`config.mk`:
```
export PLATFORM = sky130hd
export DESIGN_NAME = oarb_fifo
export DESIGN_NICKNAME = d
export VERILOG_FILES = /design/src/hdl/oarb_fifo.sv
export SDC_FILE = /design/constraint.sdc
export NUM_CORES = 1
export LEC_CHECK = 0
export BUFFER_PORTS_ARGS = -buffer_cell sky130_fd_sc_hd__buf_2
export CAP_MARGIN = 10
export CELL_PAD_IN_SITES_DETAIL_PLACEMENT = 0
export CELL_PAD_IN_SITES_GLOBAL_PLACEMENT = 1
export CORE_MARGIN = 3
export CORE_UTILIZATION = 50
export CTS_CLUSTER_DIAMETER = 120
export CTS_CLUSTER_SIZE = 16
export DETAILED_ROUTE_END_ITERATION = 16
export PLACE_DENSITY_LB_ADDON = 0.1
export SYNTH_ARGS = -nofsm -noshare
export SYNTH_HDL_FRONTEND = slang
export SYNTH_SLANG_ARGS = --single-unit
```
`constraint.sdc`:
```
create_clock -name clk_i -period 3.45 [get_ports clk_i]
set_input_delay 0.345 -clock clk_i [delete_from_list [all_inputs] [get_ports clk_i]]
set_output_delay 0.345 -clock clk_i [all_outputs]
set_load 0.01 [all_outputs]
```
`src/hdl/oarb_fifo.sv`:
```
// Small register FIFO with fill count.
module oarb_fifo #(
  parameter int unsigned WIDTH = 8,
  parameter int unsigned DEPTH = 4
) (
  input  logic                     clk_i,
  input  logic                     rst_ni,
  input  logic                     in_valid_i,
  output logic                     in_ready_o,
  input  logic [WIDTH-1:0]         in_data_i,
  output logic                     out_valid_o,
  input  logic                     out_ready_i,
  output logic [WIDTH-1:0]         out_data_o,
  output logic [$clog2(DEPTH):0]   count_o
);

  localparam int unsigned PW = $clog2(DEPTH);

  logic [WIDTH-1:0] mem_q [DEPTH];
  logic [PW-1:0]    wr_ptr_q, wr_ptr_d;
  logic [PW-1:0]    rd_ptr_q, rd_ptr_d;
  logic [PW:0]      count_q, count_d;
  logic             push, pop;

  assign in_ready_o  = (count_q != (PW+1)'(DEPTH));
  assign out_valid_o = (count_q != '0);
  assign push        = in_valid_i && in_ready_o;
  assign pop         = out_valid_o && out_ready_i;
  assign out_data_o  = mem_q[rd_ptr_q];
  assign count_o     = count_q;

  always_comb begin
    wr_ptr_d = push ? wr_ptr_q + PW'(1) : wr_ptr_q;
    rd_ptr_d = pop ? rd_ptr_q + PW'(1) : rd_ptr_q;
    count_d  = count_q + (PW+1)'(push) - (PW+1)'(pop);
  end

  always_ff @(posedge clk_i or negedge rst_ni) begin
    if (!rst_ni) begin
      wr_ptr_q <= '0;
      rd_ptr_q <= '0;
      count_q  <= '0;
    end else begin
      wr_ptr_q <= wr_ptr_d;
      rd_ptr_q <= rd_ptr_d;
      count_q  <= count_d;
    end
  end

  always_ff @(posedge clk_i) begin
    if (push) begin
      mem_q[wr_ptr_q] <= in_data_i;
    end
  end

endmodule

```
==> impl_results.rst <==
.. list-table::
   :header-rows: 1

   * - Metric
     - Value
   * - Run status
     - finished, final reports clean
   * - Complex-gate fraction of the synthesized area
     - 2.00%
   * - Hold violation total from the final report
     - 0
   * - Number of CTS-inserted buffers
     - 5
   * - Max-Slew Margin vs Limit
     - 62.0%
   * - Worst-case clock buffer depth
     - 2
   * - Overall die area
     - 0.00398 mm^2
   * - Number of warnings printed during yosys synthesis
     - 0
   * - Global-route wire length before repair
     - 4320 um
   * - Iteration-0 DRC Markers
     - 20
   * - Number of different library cells in the post-synthesis netlist
     - 19
   * - Post-synthesis share of cell area spent on and, or, nand and nor gates
     - 6.84%
   * - Slowest-stage cell, CP
     - dfrtp_1
   * - Final routed wirelength across all metal layers
     - 2560 um
   * - Congestion Overflow GR
     - 0
   * - Tmin final
     - 2.24 ns
   * - Wirelength per Cell
     - 16.2 um
   * - Critical-path maximum fanout
     - 9
   * - Transition time of the tightest slew-check pin
     - 0.570 ns
   * - Post-route non-filler standard cell count
     - 158
   * - Register-to-register setup slack
     - 1.21 ns
   * - Register-to-Register Path Depth
     - 9
   * - Met1 track demand over resource
     - 17.8%
   * - Synthesized net count
     - 102
   * - Largest net degree at the start of global routing
     - 13
   * - Proportion of power drawn by flip-flops and latches
     - 47.5%
   * - Placed cells
     - 149
   * - Relative contribution of combinational cells to total power
     - 29.9%
   * - # clock sinks
     - 39
   * - Initial standard-cell utilization of the core
     - 52.9%
   * - Antenna viol nets, final
     - 0
   * - Worst-skew pair later-pin latency
     - 0.33 ns
   * - Endpoint of the worst register-to-register path
     - count_o[2]
   * - Number of pins with negative max-slew slack in the final report
     - 0
   * - Setup violations, final
     - 0
   * - Number of instances on the worst hold path
     - 1
   * - Synthesis-stage register bit count
     - 39
   * - Buffer count from post-CTS setup fixing
     - 0
   * - Routed via count divided by cell count
     - 5.13
   * - Total inserted antenna cells
     - 0
   * - Fraction of synthesized cell area in xor and xnor cells
     - 2.15%
   * - Final clock period utilization by the worst path
     - 65.0%
   * - Horiz. Die Dim
     - 63.1 um
   * - Critical path required time
     - 3.67 ns
   * - Overall global routing resource usage
     - 15.1%
   * - Initial DRT Pass Iterations
     - 4
   * - Cell class contributing the biggest share of worst-path delay
     - adder cells
   * - Hold-fix buffers at CTS
     - 1
   * - Capturing element type of the critical path
     - register
   * - Met2 GRT Util
     - 25.0%
   * - Final RePlAce weighted congestion
     - 0.753
   * - Number of global-route vias before repair
     - 851
   * - Growth of design area from synthesis to finish
     - 16.6%
   * - HPWL after DPL
     - 1820 um
   * - Count of maximum capacitance violations
     - 0
   * - P_sw
     - 0.491 mW
   * - I/O Pins
     - 25
   * - Unrepaired setup endpoints after global routing
     - false
   * - Dominant combinational cell family by area after synthesis
     - multiplexers
   * - Initial antenna violation count
     - 0
   * - Standard cell core area
     - 0.00308 mm^2
   * - Proportion of layout cells with a drive suffix above 1
     - 35.1%
   * - Met3 routing resource usage after global routing
     - 4.28%
   * - Internal power summed over all cells
     - 1.13 mW
   * - CTS root buffer
     - clkbuf_4
   * - Placement Rows
     - 20
   * - Worst Skew
     - 0.00679 ns
   * - Die outline height
     - 63.1 um
   * - Sequential-to-total area share from yosys stat
     - 69.7%
   * - Hold endpoint
     - mem_q[1][3]
   * - Critical register-to-register path startpoint
     - count_o[1]
   * - Maximum frequency from static timing analysis
     - 0.446 GHz
   * - Number of buffers added on ports
     - 24
   * - Mean area per synthesized cell
     - 19.6 um^2
   * - Final routed DRC violation total
     - 0
   * - Maximum single-stage delay on the critical path
     - 0.52 ns
   * - Synth Area in Adders
     - 5.84%
   * - CTS tree
     - yes
   * - Sequence of cells on the critical path
     - nor3b_4 > nand2b_1 > ha_1 > inv_1 > ha_1 > inv_1 > fa_1 > xnor2_1 > xnor2_1
   * - Layer with the highest usage after global routing
     - met2
   * - Worst setup path class
     - reg2reg
   * - Leakage power of the design
     - 0.719 nW
   * - Cell area after synthesis
     - 0.00163 mm^2
   * - Endpoint arrival time on the critical path
     - 2.47 ns
   * - Net switching share of the total power
     - 30.3%
   * - Synthesized instance count
     - 83
   * - Clock-pin slew on the worst setup and hold paths
     - 0.11 ns
   * - Via count of the routed design
     - 810
   * - Buffering stage count on the worst path with inverters included
     - 2
   * - Yosys top cell area share
     - 59.0%
   * - Number of cells upsized or downsized after cts
     - 0
   * - Power Density
     - 853 mW/mm^2
   * - Clock share of power
     - 22.5%
   * - Final net count
     - 132
   * - Setup TNS Final
     - 0 ns
   * - Fin Hold WS
     - 0.220 ns
   * - Origin of the worst min-delay path
     - in_data_i[3]
   * - Cell types occupying the most area after synthesis
     - edfxtp_1 59%, mux4_2 11%, dfrtp_1 11%
   * - Kind of start point of the critical path
     - register
   * - H-tree level count
     - 2
   * - Post-synthesis cell type with the largest combined area
     - edfxtp_1
   * - Mux share of post-synthesis cell area
     - 11.1%
   * - Worst ir drop on vdd
     - 492 uV
   * - Fillcell total
     - 244
   * - Path type of the worst min-delay path
     - in2reg
[sequential cells by signal, indices dropped and copies added (netlist names)]
signal / count
wr_ptr_q: 2
rd_ptr_q: 2
count_o: 3
mem_q: 32
[routing by layer]
layer  share of wire [%]  vias to the layer above  routed length (um)
li1                    -                      384                   -
met4                 2.1                        0                  53
met3                 4.0                        6                 102
met2                  53                       20                1360
met1                  41                      400                1040
met5                   0                        -                   0
[cells in the mapped netlist, drive strengths merged]
cell,count
nand2b,4
fa,1
nand4bb,2
nand2,1
o31a,1
o211ai,2
dfrtp,7
xor2,1
edfxtp,32
ha,6
inv,6
clkbuf,1
or3,1
nor3b,1
and3b,4
o311ai,1
buf,1
xnor2,3
mux4,8
[through the flow]
| step | util [%] | power, mW | setup WS (ns) | cell area, um^2 |
|---|---|---|---|---|
| 2_1_floorplan | - | 1.11 | 1.32 | 1630 |
| 3_5_place_dp | 58.1 | 1.28 | 1.19 | 1790 |
| 6_report | 61.7 | 1.62 | 1.21 | 1900 |
| 3_3_place_gp | 58.1 | 1.26 | 1.27 | 1790 |
| 5_1_grt | 61.7 | 1.73 | 1.02 | 1900 |
| 4_1_cts | 61.7 | 1.65 | 1.18 | 1900 |
[power by group through the flow]
stage	registers (mW)	logic, mW	clock network, mW
2_1_floorplan	0.719	0.394	0
3_3_place_gp	0.777	0.481	0
3_5_place_dp	0.787	0.495	0
4_1_cts	0.776	0.496	0.374
5_1_grt	0.797	0.538	0.395
6_report	0.770	0.485	0.365
[cell families after synthesis]
| logic type | after synthesis |
|---|---|
| DFF | 39 |
| xor gates and xnor gates | 4 |
| AOI/OAI and AO/OA | 4 |
| adders and majority gates | 7 |
| buffers and inverters | 8 |
| and+or+nand+nor | 13 |
| muxes | 8 |
[how the worst max path moves through the flow]
stage | from | end | slack, ns | cells past startpoint
floorplan | count_o[1] | count_o[2] | 1.32 | 9
global placement | count_o[1] | count_o[2] | 1.27 | 9
detailed placement | count_o[1] | count_o[2] | 1.19 | 9
CTS | count_o[1] | count_o[2] | 1.18 | 9
global route | count_o[1] | count_o[2] | 1.02 | 9
finish | count_o[1] | count_o[2] | 1.21 | 9
[cell usage in the layout (no fill, tap or decap), types with 2 or more instances in the layout]
master,synthesis,final
edfxtp_1,32,32
buf_2,0,24
mux4_2,8,8
dfrtp_1,7,7
inv_1,6,6
ha_1,6,6
clkbuf_4,0,5
and3b_1,4,4
nand2b_1,4,4
xnor2_1,3,3
nand4bb_1,2,2
o211ai_1,2,2
bufinv_16,0,2
[final cells by class]
class	count	area, um^2	area share (%)
clock buffers	6	41.3	2.17
clock inverters	2	60.1	3.16
inverters	6	22.5	1.19
multi-input cells	36	454	23.9
flip-flops and latches	39	1140	59.8
well taps	44	55.1	2.90
repair buffers	25	130	6.85
No activity file was read; power rests on OpenSTA's default activity.
