## src/hdl/oarb_pkg.sv

```systemverilog
// Shared types and constants for the overlap-add ring buffer.
package oarb_pkg;

  typedef enum logic [2:0] {
    CMD_WRITE      = 3'd0,
    CMD_ACCUMULATE = 3'd1,
    CMD_READ       = 3'd2,
    CMD_READ_CLEAR = 3'd3,
    CMD_CLEAR      = 3'd4,
    CMD_ADVANCE    = 3'd5,
    CMD_CLEAR_ALL  = 3'd6
  } cmd_e;

  localparam int unsigned CMD_W       = 3;
  localparam int unsigned REL_W       = 11;
  localparam int unsigned SAMPLE_W    = 24;
  localparam int unsigned STEP_W      = 11;
  localparam int unsigned IN_TDATA_W  = 56;
  localparam int unsigned OUT_TDATA_W = 24;
  localparam int unsigned REL_SPAN    = 1024;
  localparam int unsigned QUEUE_DEPTH = 4;
  localparam int unsigned OUT_DEPTH   = 4;

  typedef struct packed {
    logic [6:0]          pad;
    logic [STEP_W-1:0]   advance_by;
    logic [SAMPLE_W-1:0] sample;
    logic [REL_W-1:0]    rel_pos;
    cmd_e                command;
  } in_item_t;

  function automatic logic cmd_known(input cmd_e c);
    logic known;
    unique case (c)
      CMD_WRITE, CMD_ACCUMULATE, CMD_READ, CMD_READ_CLEAR,
      CMD_CLEAR, CMD_ADVANCE, CMD_CLEAR_ALL: known = 1'b1;
      default:                               known = 1'b0;
    endcase
    return known;
  endfunction

endpackage

```

## src/hdl/oarb_front.sv

```systemverilog
// Front end: accepts items, drops unused commands, reduces offsets modulo the buffer size.
module oarb_front #(
  parameter int unsigned BUFFER_SIZE = 1024,
  parameter int unsigned ADDR_W      = $clog2(BUFFER_SIZE)
) (
  input  logic                    clk_i,
  input  logic                    rst_ni,
  input  logic                    in_valid_i,
  output logic                    in_ready_o,
  input  oarb_pkg::in_item_t      in_item_i,
  output logic                    q_valid_o,
  input  logic                    q_ready_i,
  output logic [oarb_pkg::CMD_W+oarb_pkg::SAMPLE_W+ADDR_W-1:0] q_data_o
);

  localparam int unsigned XW   = $clog2(2048 + BUFFER_SIZE);
  localparam int unsigned KOFF = BUFFER_SIZE *
                                 ((oarb_pkg::REL_SPAN + BUFFER_SIZE - 1) / BUFFER_SIZE);
  localparam int unsigned PW   = XW + 32;
  localparam logic [31:0]   RECIP  = 32'((64'd1 << 32) / 64'(BUFFER_SIZE));
  localparam logic [XW-1:0] KOFF_X = XW'(KOFF);
  localparam logic [XW-1:0] N_X    = XW'(BUFFER_SIZE);

  logic                          en, accept;
  logic [XW-1:0]                 x_d, r_d, off_full;
  logic [PW-1:0]                 prod_d;
  logic [XW-1:0]                 quot;

  logic                          s1_valid_q, s2_valid_q, s3_valid_q;
  oarb_pkg::cmd_e                s1_cmd_q, s2_cmd_q, s3_cmd_q;
  logic [oarb_pkg::SAMPLE_W-1:0] s1_sample_q, s2_sample_q, s3_sample_q;
  logic [XW-1:0]                 s1_x_q, s2_x_q, s3_r_q;
  logic [PW-1:0]                 s2_prod_q;

  assign en         = !s3_valid_q || q_ready_i;
  assign in_ready_o = en;
  assign accept     = in_valid_i && en;

  always_comb begin
    if (in_item_i.command == oarb_pkg::CMD_ADVANCE) begin
      x_d = {{(XW-oarb_pkg::STEP_W){1'b0}}, in_item_i.advance_by};
    end else begin
      x_d = KOFF_X + {{(XW-oarb_pkg::REL_W){in_item_i.rel_pos[oarb_pkg::REL_W-1]}},
                      in_item_i.rel_pos};
    end
  end

  // quotient estimate is exact or one low; the compare at the queue fixes it
  assign prod_d   = PW'(s1_x_q) * PW'(RECIP);
  assign quot     = s2_prod_q[PW-1:32];
  assign r_d      = s2_x_q - quot * N_X;
  assign off_full = (s3_r_q >= N_X) ? s3_r_q - N_X : s3_r_q;

  assign q_valid_o = s3_valid_q;
  assign q_data_o  = {s3_cmd_q, s3_sample_q, off_full[ADDR_W-1:0]};

  always_ff @(posedge clk_i or negedge rst_ni) begin
    if (!rst_ni) begin
      s1_valid_q <= 1'b0;
      s2_valid_q <= 1'b0;
      s3_valid_q <= 1'b0;
    end else if (en) begin
      s1_valid_q <= accept && oarb_pkg::cmd_known(in_item_i.command);
      s2_valid_q <= s1_valid_q;
      s3_valid_q <= s2_valid_q;
    end
  end

  always_ff @(posedge clk_i) begin
    if (en) begin
      s1_cmd_q    <= in_item_i.command;
      s1_sample_q <= in_item_i.sample;
      s1_x_q      <= x_d;
      s2_cmd_q    <= s1_cmd_q;
      s2_sample_q <= s1_sample_q;
      s2_x_q      <= s1_x_q;
      s2_prod_q   <= prod_d;
      s3_cmd_q    <= s2_cmd_q;
      s3_sample_q <= s2_sample_q;
      s3_r_q      <= r_d;
    end
  end

  a_hold_on_stall: assert property (@(posedge clk_i) disable iff (!rst_ni)
    s3_valid_q && !q_ready_i |=> s3_valid_q && $stable(s3_r_q))
    else $error("front output changed while stalled");

  a_offset_range: assert property (@(posedge clk_i) disable iff (!rst_ni)
    s3_valid_q |-> off_full < N_X)
    else $error("offset not reduced below buffer size");

  a_no_loss: assert property (@(posedge clk_i) disable iff (!rst_ni)
    en && s2_valid_q |=> s3_valid_q)
    else $error("item lost in front pipeline");

endmodule

```

## config.mk

```make
export PLATFORM = sky130hd
export DESIGN_NAME = oarb_front
export DESIGN_NICKNAME = d
export VERILOG_FILES = /design/src/hdl/oarb_pkg.sv /design/src/hdl/oarb_front.sv
export SDC_FILE = /design/constraint.sdc
export NUM_CORES = 1
export LEC_CHECK = 0
export ABC_AREA = 0
export BUFFER_PORTS_ARGS = -buffer_cell sky130_fd_sc_hd__buf_2
export CAP_MARGIN = 20
export CORE_MARGIN = 4
export CORE_UTILIZATION = 40
export CTS_CLUSTER_SIZE = 28
export DETAILED_ROUTE_END_ITERATION = 12
export PLACE_DENSITY = 0.69
export SYNTH_ARGS = -nofsm -noshare
export SYNTH_HDL_FRONTEND = slang
export SYNTH_SLANG_ARGS = --single-unit
export TNS_END_PERCENT = 20
```

## constraint.sdc

```tcl
create_clock -name clk_i -period 8.65 [get_ports clk_i]
set_input_delay 0.865 -clock clk_i [delete_from_list [all_inputs] [get_ports clk_i]]
set_output_delay 0.865 -clock clk_i [all_outputs]
set_load 0.1 [all_outputs]
```

==> results of run 1 <==
per-stage QoR:
step	std cells	util [%]
3_5_place_dp	329	48.0
4_1_cts	361	54.8
5_1_grt	361	54.8
3_3_place_gp	329	48.0
6_report	361	54.8
2_1_floorplan	132	-
power by group:
part	internal, mW	switching, mW
Clock	0.464	0.214
Combinational	0.0558	0.491
Sequential	0.791	0.0352
cells in the mapped netlist:
library cell	n
sky130_fd_sc_hd__and3b_1	1
sky130_fd_sc_hd__nand2b_1	2
sky130_fd_sc_hd__nand3b_1	1
sky130_fd_sc_hd__dfrtp_1	3
sky130_fd_sc_hd__buf_6	1
sky130_fd_sc_hd__mux2_2	1
sky130_fd_sc_hd__a31o_2	1
sky130_fd_sc_hd__nand3_1	1
sky130_fd_sc_hd__edfxtp_1	111
sky130_fd_sc_hd__mux2_4	10
path summary, 6_finish.rpt:
| check | slack [ns] | depth (start not counted) | endpoint | from |
|---|---|---|---|---|
| hold / removal | 0.16 | 1 | q_valid_o$_DFFE_PN0P_ | rst_ni |
| setup / recovery | 5.94 | 3 | in_ready_o | q_ready_i |
| setup reg to reg | 6.53 | 3 | s2_valid_q$_DFFE_PN0P_ | q_valid_o$_DFFE_PN0P_ |
| min in group clk_i | 0.41 | 0 | s2_sample_q[16]$_DFFE_PP_ | s1_sample_q[16]$_DFFE_PP_ |
| max in group asynchronous | 8.39 | 1 | s1_valid_q$_DFFE_PN0P_ | rst_ni |
| hold reg to reg | 0.41 | 0 | s2_sample_q[16]$_DFFE_PP_ | s1_sample_q[16]$_DFFE_PP_ |
layout make-up:
cell class	instances	area [um^2]
Fill cell	688	3970
Sequential cell	114	3410
Timing Repair Buffer	90	453
Clock buffer	21	429
Multi-Input combinational cell	17	211
Clock inverter	11	161
Tap cell	108	135
state kept, by name (all words and copies together) (netlist names):
register     count
s3_cmd_q         3
s3_sample_q     24
s3_r_q          10
s1_cmd_q         3
s1_sample_q     24
s2_x_q          10
s2_sample_q     24
s2_valid_q       1
s2_cmd_q         3
s1_x_q          10
q_valid_o        1
s1_valid_q       1
worst register-to-register path, cell delays in order, from the launching register on:
cell and delay (ns):
sky130_fd_sc_hd__dfrtp_1 0.42, sky130_fd_sc_hd__nand2b_4 0.35, sky130_fd_sc_hd__buf_4 0.82, sky130_fd_sc_hd__mux2_2 0.42
per-layer routing:
layer	wire length (um)	share of wire (%)	vias up	track usage, %
met4	138	2.7	0	8.37
met1	2100	41	728	12.3
met3	406	7.8	11	3.55
met2	2530	49	75	15.8
li1	-	-	756	-
met5	0	0	-	0
logic make-up after synthesis:
family | Yosys count | share of synthesized area (%)
flops | 114 | 94.1
mux | 11 | 4.45
simple gates | 5 | 0.932
compound gates | 1 | 0.242
buf+inv | 1 | 0.311
==> impl.org, run 1 <==
** Status
- The flow ran to the end, and the final reports show no timing, DRC or antenna violations.

** CTS
- Clock buffer depth :: 2
- Once the clock tree was built, the setup fixing pass inserted 0 buffers.
- Clock tree synthesis inserted a total of 17 buffers.
- TritonCTS built the clock tree.
- After clock tree synthesis, the clock-pin slew on the worst setup and hold paths is 0.05 ns.
- Cts repair resizes :: 0
- Latest clock arrival within the worst-skew pair :: 0.50 ns
- H-tree depth :: 4
- CTS hold repair buffers :: 0
- Clk root buf :: sky130_fd_sc_hd__clkbuf_8
- Clk sinks :: 114

** Run
- Number of max-capacitance violations reported :: 0

** Timing
- Measured against its own limit, the worst slew margin works out to 35.3%.
- The tightest hold path in the finished design has a slack of 0.155 ns.
- Final worst path period need :: 2.71 ns
- Number of pins exceeding their max-slew limit in the final report :: 0
- For this run, the top clock speed supported by timing is 0.368 GHz.
- At the pin with the least slew margin, the transition time is 0.971 ns.
- Clock Skews :: 0.00700 ns
- Setup Total Neg Slack :: 0 ns
- Setup repair after global routing left no endpoint under its margin.
- Fin worst setup slack :: 5.94 ns
- Setup violators final :: 0
- Of the available clock period, the critical path in the final layout requires 31.4%.
- Number of endpoints with negative hold slack in the final report :: 0

** Layout
- Diode count :: 0
- Summing all non-filler instances in the final layout gives an area of 4800 um^2.
- Area overhead of the layout relative to synthesis :: 32.4%
- In the final design database the tool counted 300 nets.
- Most common cell after layout, fill and taps aside :: sky130_fd_sc_hd__edfxtp_1
- The top cell types in the final layout, fill and taps aside, are 111 x sky130_fd_sc_hd__edfxtp_1, 89 x sky130_fd_sc_hd__buf_2, 16 x sky130_fd_sc_hd__clkbuf_16.
- Cells with a size suffix above 1 make up 51.0% of the layout.

** Yosys
- Synthesized area per cell :: 27.5 um^2
- Cells after synthesis :: 132
- Number of register bits inferred by synthesis :: 114
- Yosys top cell area share :: 92.0%
- Sequential area share after synthesis :: 94.1%
- Synthesis produced a netlist with a net count of 192.
- Summed instance area of the synthesized netlist :: 3620 um^2
- The synthesized design spends more area on one cell type than any other, namely sky130_fd_sc_hd__edfxtp_1.
- The netlist uses 10 different library cells.
- Yosys printed 0 warnings.
- After synthesis, the cell types taking the most area are sky130_fd_sc_hd__edfxtp_1 92%, sky130_fd_sc_hd__mux2_4 4.1%, sky130_fd_sc_hd__dfrtp_1 2.1%.

** GRT
- Overall track demand over capacity in global routing :: 10.5%
- The number of antenna violations at the first check in global routing was 0.
- The first global-routing pass estimated 7730 um of wire.
- Entering global routing, the biggest net connects 83 pins.
- Global routing finished with a remaining overflow of 0.
- The number of global-route vias before repair came to 1546.

** Placement
- Final HPWL DP :: 3410 um
- Input and output buffers added on the ports amount to 89.
- Gpl congestion :: 0.694
- OpenSTA, run right after detailed placement, puts the worst setup slack at 5.89 ns.
- Post-place instance area :: 4210 um^2

** Routing
- Count of nets left with antenna violations after detail routing :: 0
- Via-per-instance ratio :: 4.35
- Remaining DRCs :: 0
- Total via count in the routed design :: 1570
- After the first detailed-routing iteration, the DRC count stood at 57.
- In the final routed layout, each cell accounts on average for 14.3 um.
- Total Routed Length :: 5180 um
- The pre-antenna-repair detailed-routing pass consisted of 4 iterations.

** Floorplan
- The floorplan has 34 rows.
- For this design the top-level I/O count stands at 99.
- After floorplanning, the core was sized to cover 8760 um^2.
- Width of the die :: 103 um
- The floorplan step set the die height to 103 um.
- Effective utilization at floorplan :: 41.3%
- The die covers 10600 um^2.

** Pwr
- P per Cell Area :: 428 nW/um^2
- Summing internal, switching and leakage power gives 2.05 mW.
- Peak supply drop :: 0.386 mV
- Summed over all cells, the static leakage comes to 1.92 nW.

** Worst setup path
- The cell family contributing the most delay on the critical path is buffers and inverters.
- The critical path contains buffers and inverters numbering 2 combined.
- The worst setup path is launched from a primary input.
- Slowest CP cell :: sky130_fd_sc_hd__buf_2
- The critical path goes through buf_2 -> nand2b_4 -> buf_2.
- Stage delay of the slowest cell on the critical path :: 0.52 ns
- Maximum fanout along the worst path :: 34
- Critical path required time :: 7.79 ns
- Most Frequent Cell on Critical Path :: sky130_fd_sc_hd__buf_2
- Data arrival at the endpoint of the critical path :: 1.85 ns
- The worst setup path is of the in -> out kind.
- STA classifies the critical path endpoint as an output port.

** Min path
- Min-delay worst type :: in -> async
Power figures use the tool's default switching activity.
==> run 2, diff against run 1 <==
- clock period: 8.65 -> 2.5 ns (I/O delays scaled with it)
==> run 2 against run 1 <==
Effect of this change: setup slack worse by 5.1 ns; cell area grew 6.4%; critical path depth is 1 lower; highest routed layer unchanged.
==> impl.org, run 2 (synthesis gave the netlist of run 1 again) <==
** Status
- Run status :: finished clean

** Routing
- Dividing the detail-routed via count by the number of cells gives 4.27.
- Total via count in the routed design :: 1675
- For this block, the initial DRC count from the detailed router was 59.
- Summed over all layers, the routed wires come to 5430 um.
- Before antenna repair, the detailed router went through 4 iterations.
- In this run the remaining antenna-violating nets after routing total 0.
- After detailed routing, the number of remaining DRC violations is 0.
- DR WL/cell :: 13.8 um

** Worst setup path
- The critical path is of the reg -> out type.
- In this run the worst path has a maximum fanout of 25.
- CP startpoint kind :: flop
- Data arrival at the endpoint of the critical path :: 1.44 ns
- The worst setup path is captured at an output port.
- Data on the critical path is required at its endpoint by 2.25 ns.

** Min path
- The worst hold path belongs to the class in -> reg.

** Floorplan
- Number of top-level pins :: 99
- Measured along the x axis, the die boundary spans 103 um.
- DIE AREA :: 10600 um^2
- Placeable core area :: 8760 um^2
- Number of rows created at floorplan :: 34
- Once the floorplan was initialized, standard cells occupied 41.3% of the core.
- Overall die height :: 103 um

** Layout
- Share of post-route cells with drive strength above 1 :: 46.5%
- In the layout the commonest cells are 111 x sky130_fd_sc_hd__edfxtp_1, 88 x sky130_fd_sc_hd__buf_2, 29 x sky130_fd_sc_hd__dlygate4sd3_1.
- Most common cell after layout, fill and taps aside :: sky130_fd_sc_hd__edfxtp_1
- From synthesis to final layout, the design area changed by 40.8%.
- After the last flow step, the layout net total stands at 331.
- Diode count :: 0
- In the final layout, the registers with the most flip-flops are s1_sample_q (24), s2_sample_q (24), s3_sample_q (24).
- Number of standard cells in the layout, taps in and fillers out :: 392

** Timing
- The clock arrives with 0.00560 ns of skew.
- Based on the critical path, the design can be clocked at up to 0.592 GHz.
- The final-report hold violation count came to 0.
- Final critical-path share of the clock period :: 67.6%
- Least-Margin Pin Slew :: 0.613 ns
- Setup violations remaining at the end of the flow were counted as 0.
- Setup repair after global routing left no endpoint under its margin.
- Number of pins exceeding their max-slew limit in the final report :: 0
- The worst pin sits at a relative slew slack of 59.0%.
- Final worst path period need :: 1.69 ns
- Setup Total Neg Slack :: 0 ns

** CTS
- Clk root buf :: sky130_fd_sc_hd__clkbuf_8
- Clock buffer depth :: 2
- TritonCTS built the clock tree.
- Latest clock arrival within the worst-skew pair :: 0.49 ns
- After clock tree synthesis, the clock-pin slew on the worst setup and hold paths is 0.05 ns.
- H-tree depth :: 4
- Clk sinks :: 114
- Cts repair resizes :: 0
- Buffers inserted during clock tree synthesis total 17.

** Pwr
- Summed over all cells, the static leakage comes to 2.05 nW.
- P per Cell Area :: 1380 nW/um^2
- IR analysis of the VDD net gives a maximum drop of 0.819 mV.

** GRT
- Global-route track usage on met2 :: 17.6%
- For met1 alone, demand over resource in global routing was 12.9%.
- Global routing finished with a remaining overflow of 0.
- In the global route stage, overall resource usage came out at 11.1%.
- Via count of the first global-routing pass :: 1727
- Number of antenna violations at the first check in global routing :: 0
- Global-route wire length before repair :: 8340 um
- M3 GR Usage :: 3.55%
- After global routing, the most crowded layer is met2.
- Pin count of the biggest net entering global routing :: 49

** Placement
- Buffers placed on the I/O ports in this run total 89.
- Cell count after placement :: 331
- The congestion estimate from routability-driven global placement came to 0.719.

** Run
- The tool flagged a number of max-cap violations equal to 0.
-- run 2: cell count changes in the layout (fill, tap and decap cells not counted) --
cell / change
sky130_fd_sc_hd__buf_4: +1
sky130_fd_sc_hd__buf_2: -1
sky130_fd_sc_hd__clkinv_2: +2
sky130_fd_sc_hd__buf_12: +2
sky130_fd_sc_hd__dfrtp_2: +1
sky130_fd_sc_hd__clkinv_4: -1
sky130_fd_sc_hd__clkinv_1: +4
sky130_fd_sc_hd__dlygate4sd3_1: +29
sky130_fd_sc_hd__dfrtp_1: -1
sky130_fd_sc_hd__clkbuf_1: -4
sky130_fd_sc_hd__bufinv_16: -1
-- run 2: report_power, final --
group / leakage (nW) / switching (mW) / total, mW / internal, mW
Sequential: 1.16 / 0.116 / 2.85 / 2.73
Combinational: 0.618 / 1.72 / 1.98 / 0.256
Clock: 0.272 / 0.756 / 2.24 / 1.48
Total: 2.05 / 2.59 / 7.06 / 4.47
-- run 2: through the flow --
stage / cell area (um^2) / total power [mW] / util (%) / worst slack (ns) / hold WS [ns]
6_report: 5100 / 7.06 / 58.2 / 0.811 / 0.0591
5_1_grt: 5100 / 7.33 / 58.2 / 0.726 / 0.0282
4_1_cts: 5100 / 7.14 / 58.2 / 0.773 / 0.0256
3_5_place_dp: 4250 / 4.84 / 48.5 / 0.897 / 0.0489
3_3_place_gp: 4250 / 4.81 / 48.5 / 0.919 / 0.0458
2_1_floorplan: 3630 / 4.50 / - / 0.245 / -0.0456
-- run 2: area by class of cell --
class	count	area, um^2
repair buffers	121	786
well taps	108	135
clock buffers	17	414
clock inverters	15	148
flip-flops and latches	114	3410
multi-input cells	17	211
fillers	651	3660
-- run 2: worst paths after layout --
path	from	to	slack, ns	depth (start not counted)
setup / recovery	q_valid_o$_DFFE_PN0P_	in_ready_o	0.81	2
setup reg to reg	q_valid_o$_DFFE_PN0P_	s2_sample_q[6]$_DFFE_PP_	1.06	2
min in group asynchronous	rst_ni	s1_valid_q$_DFFE_PN0P_	0.10	2
hold reg to reg	s1_sample_q[15]$_DFFE_PP_	s2_sample_q[15]$_DFFE_PP_	0.41	0
hold / removal	in_item_i[7]	s1_x_q[4]$_DFFE_PP_	0.06	2
max in group asynchronous	rst_ni	q_valid_o$_DFFE_PN0P_	2.29	2
-- run 2: timing repair --
action,4_1_cts,5_1_grt
setup buffers,0,0
hold buffers,29,0
endpoints found under the hold margin,31,0
-- run 2: routing by layer --
| metal | up-vias | routed length [um] |
|---|---|---|
| met3 | 5 | 396 |
| met5 | - | 0 |
| met2 | 70 | 2610 |
| met4 | 0 | 62 |
| met1 | 781 | 2360 |
| li1 | 819 | - |
-- run 2: worst max-delay path: stages, from the launching register on --
cell                       delay, ns
sky130_fd_sc_hd__dfrtp_2        0.43
sky130_fd_sc_hd__nand2b_4       0.29
sky130_fd_sc_hd__buf_12         0.22
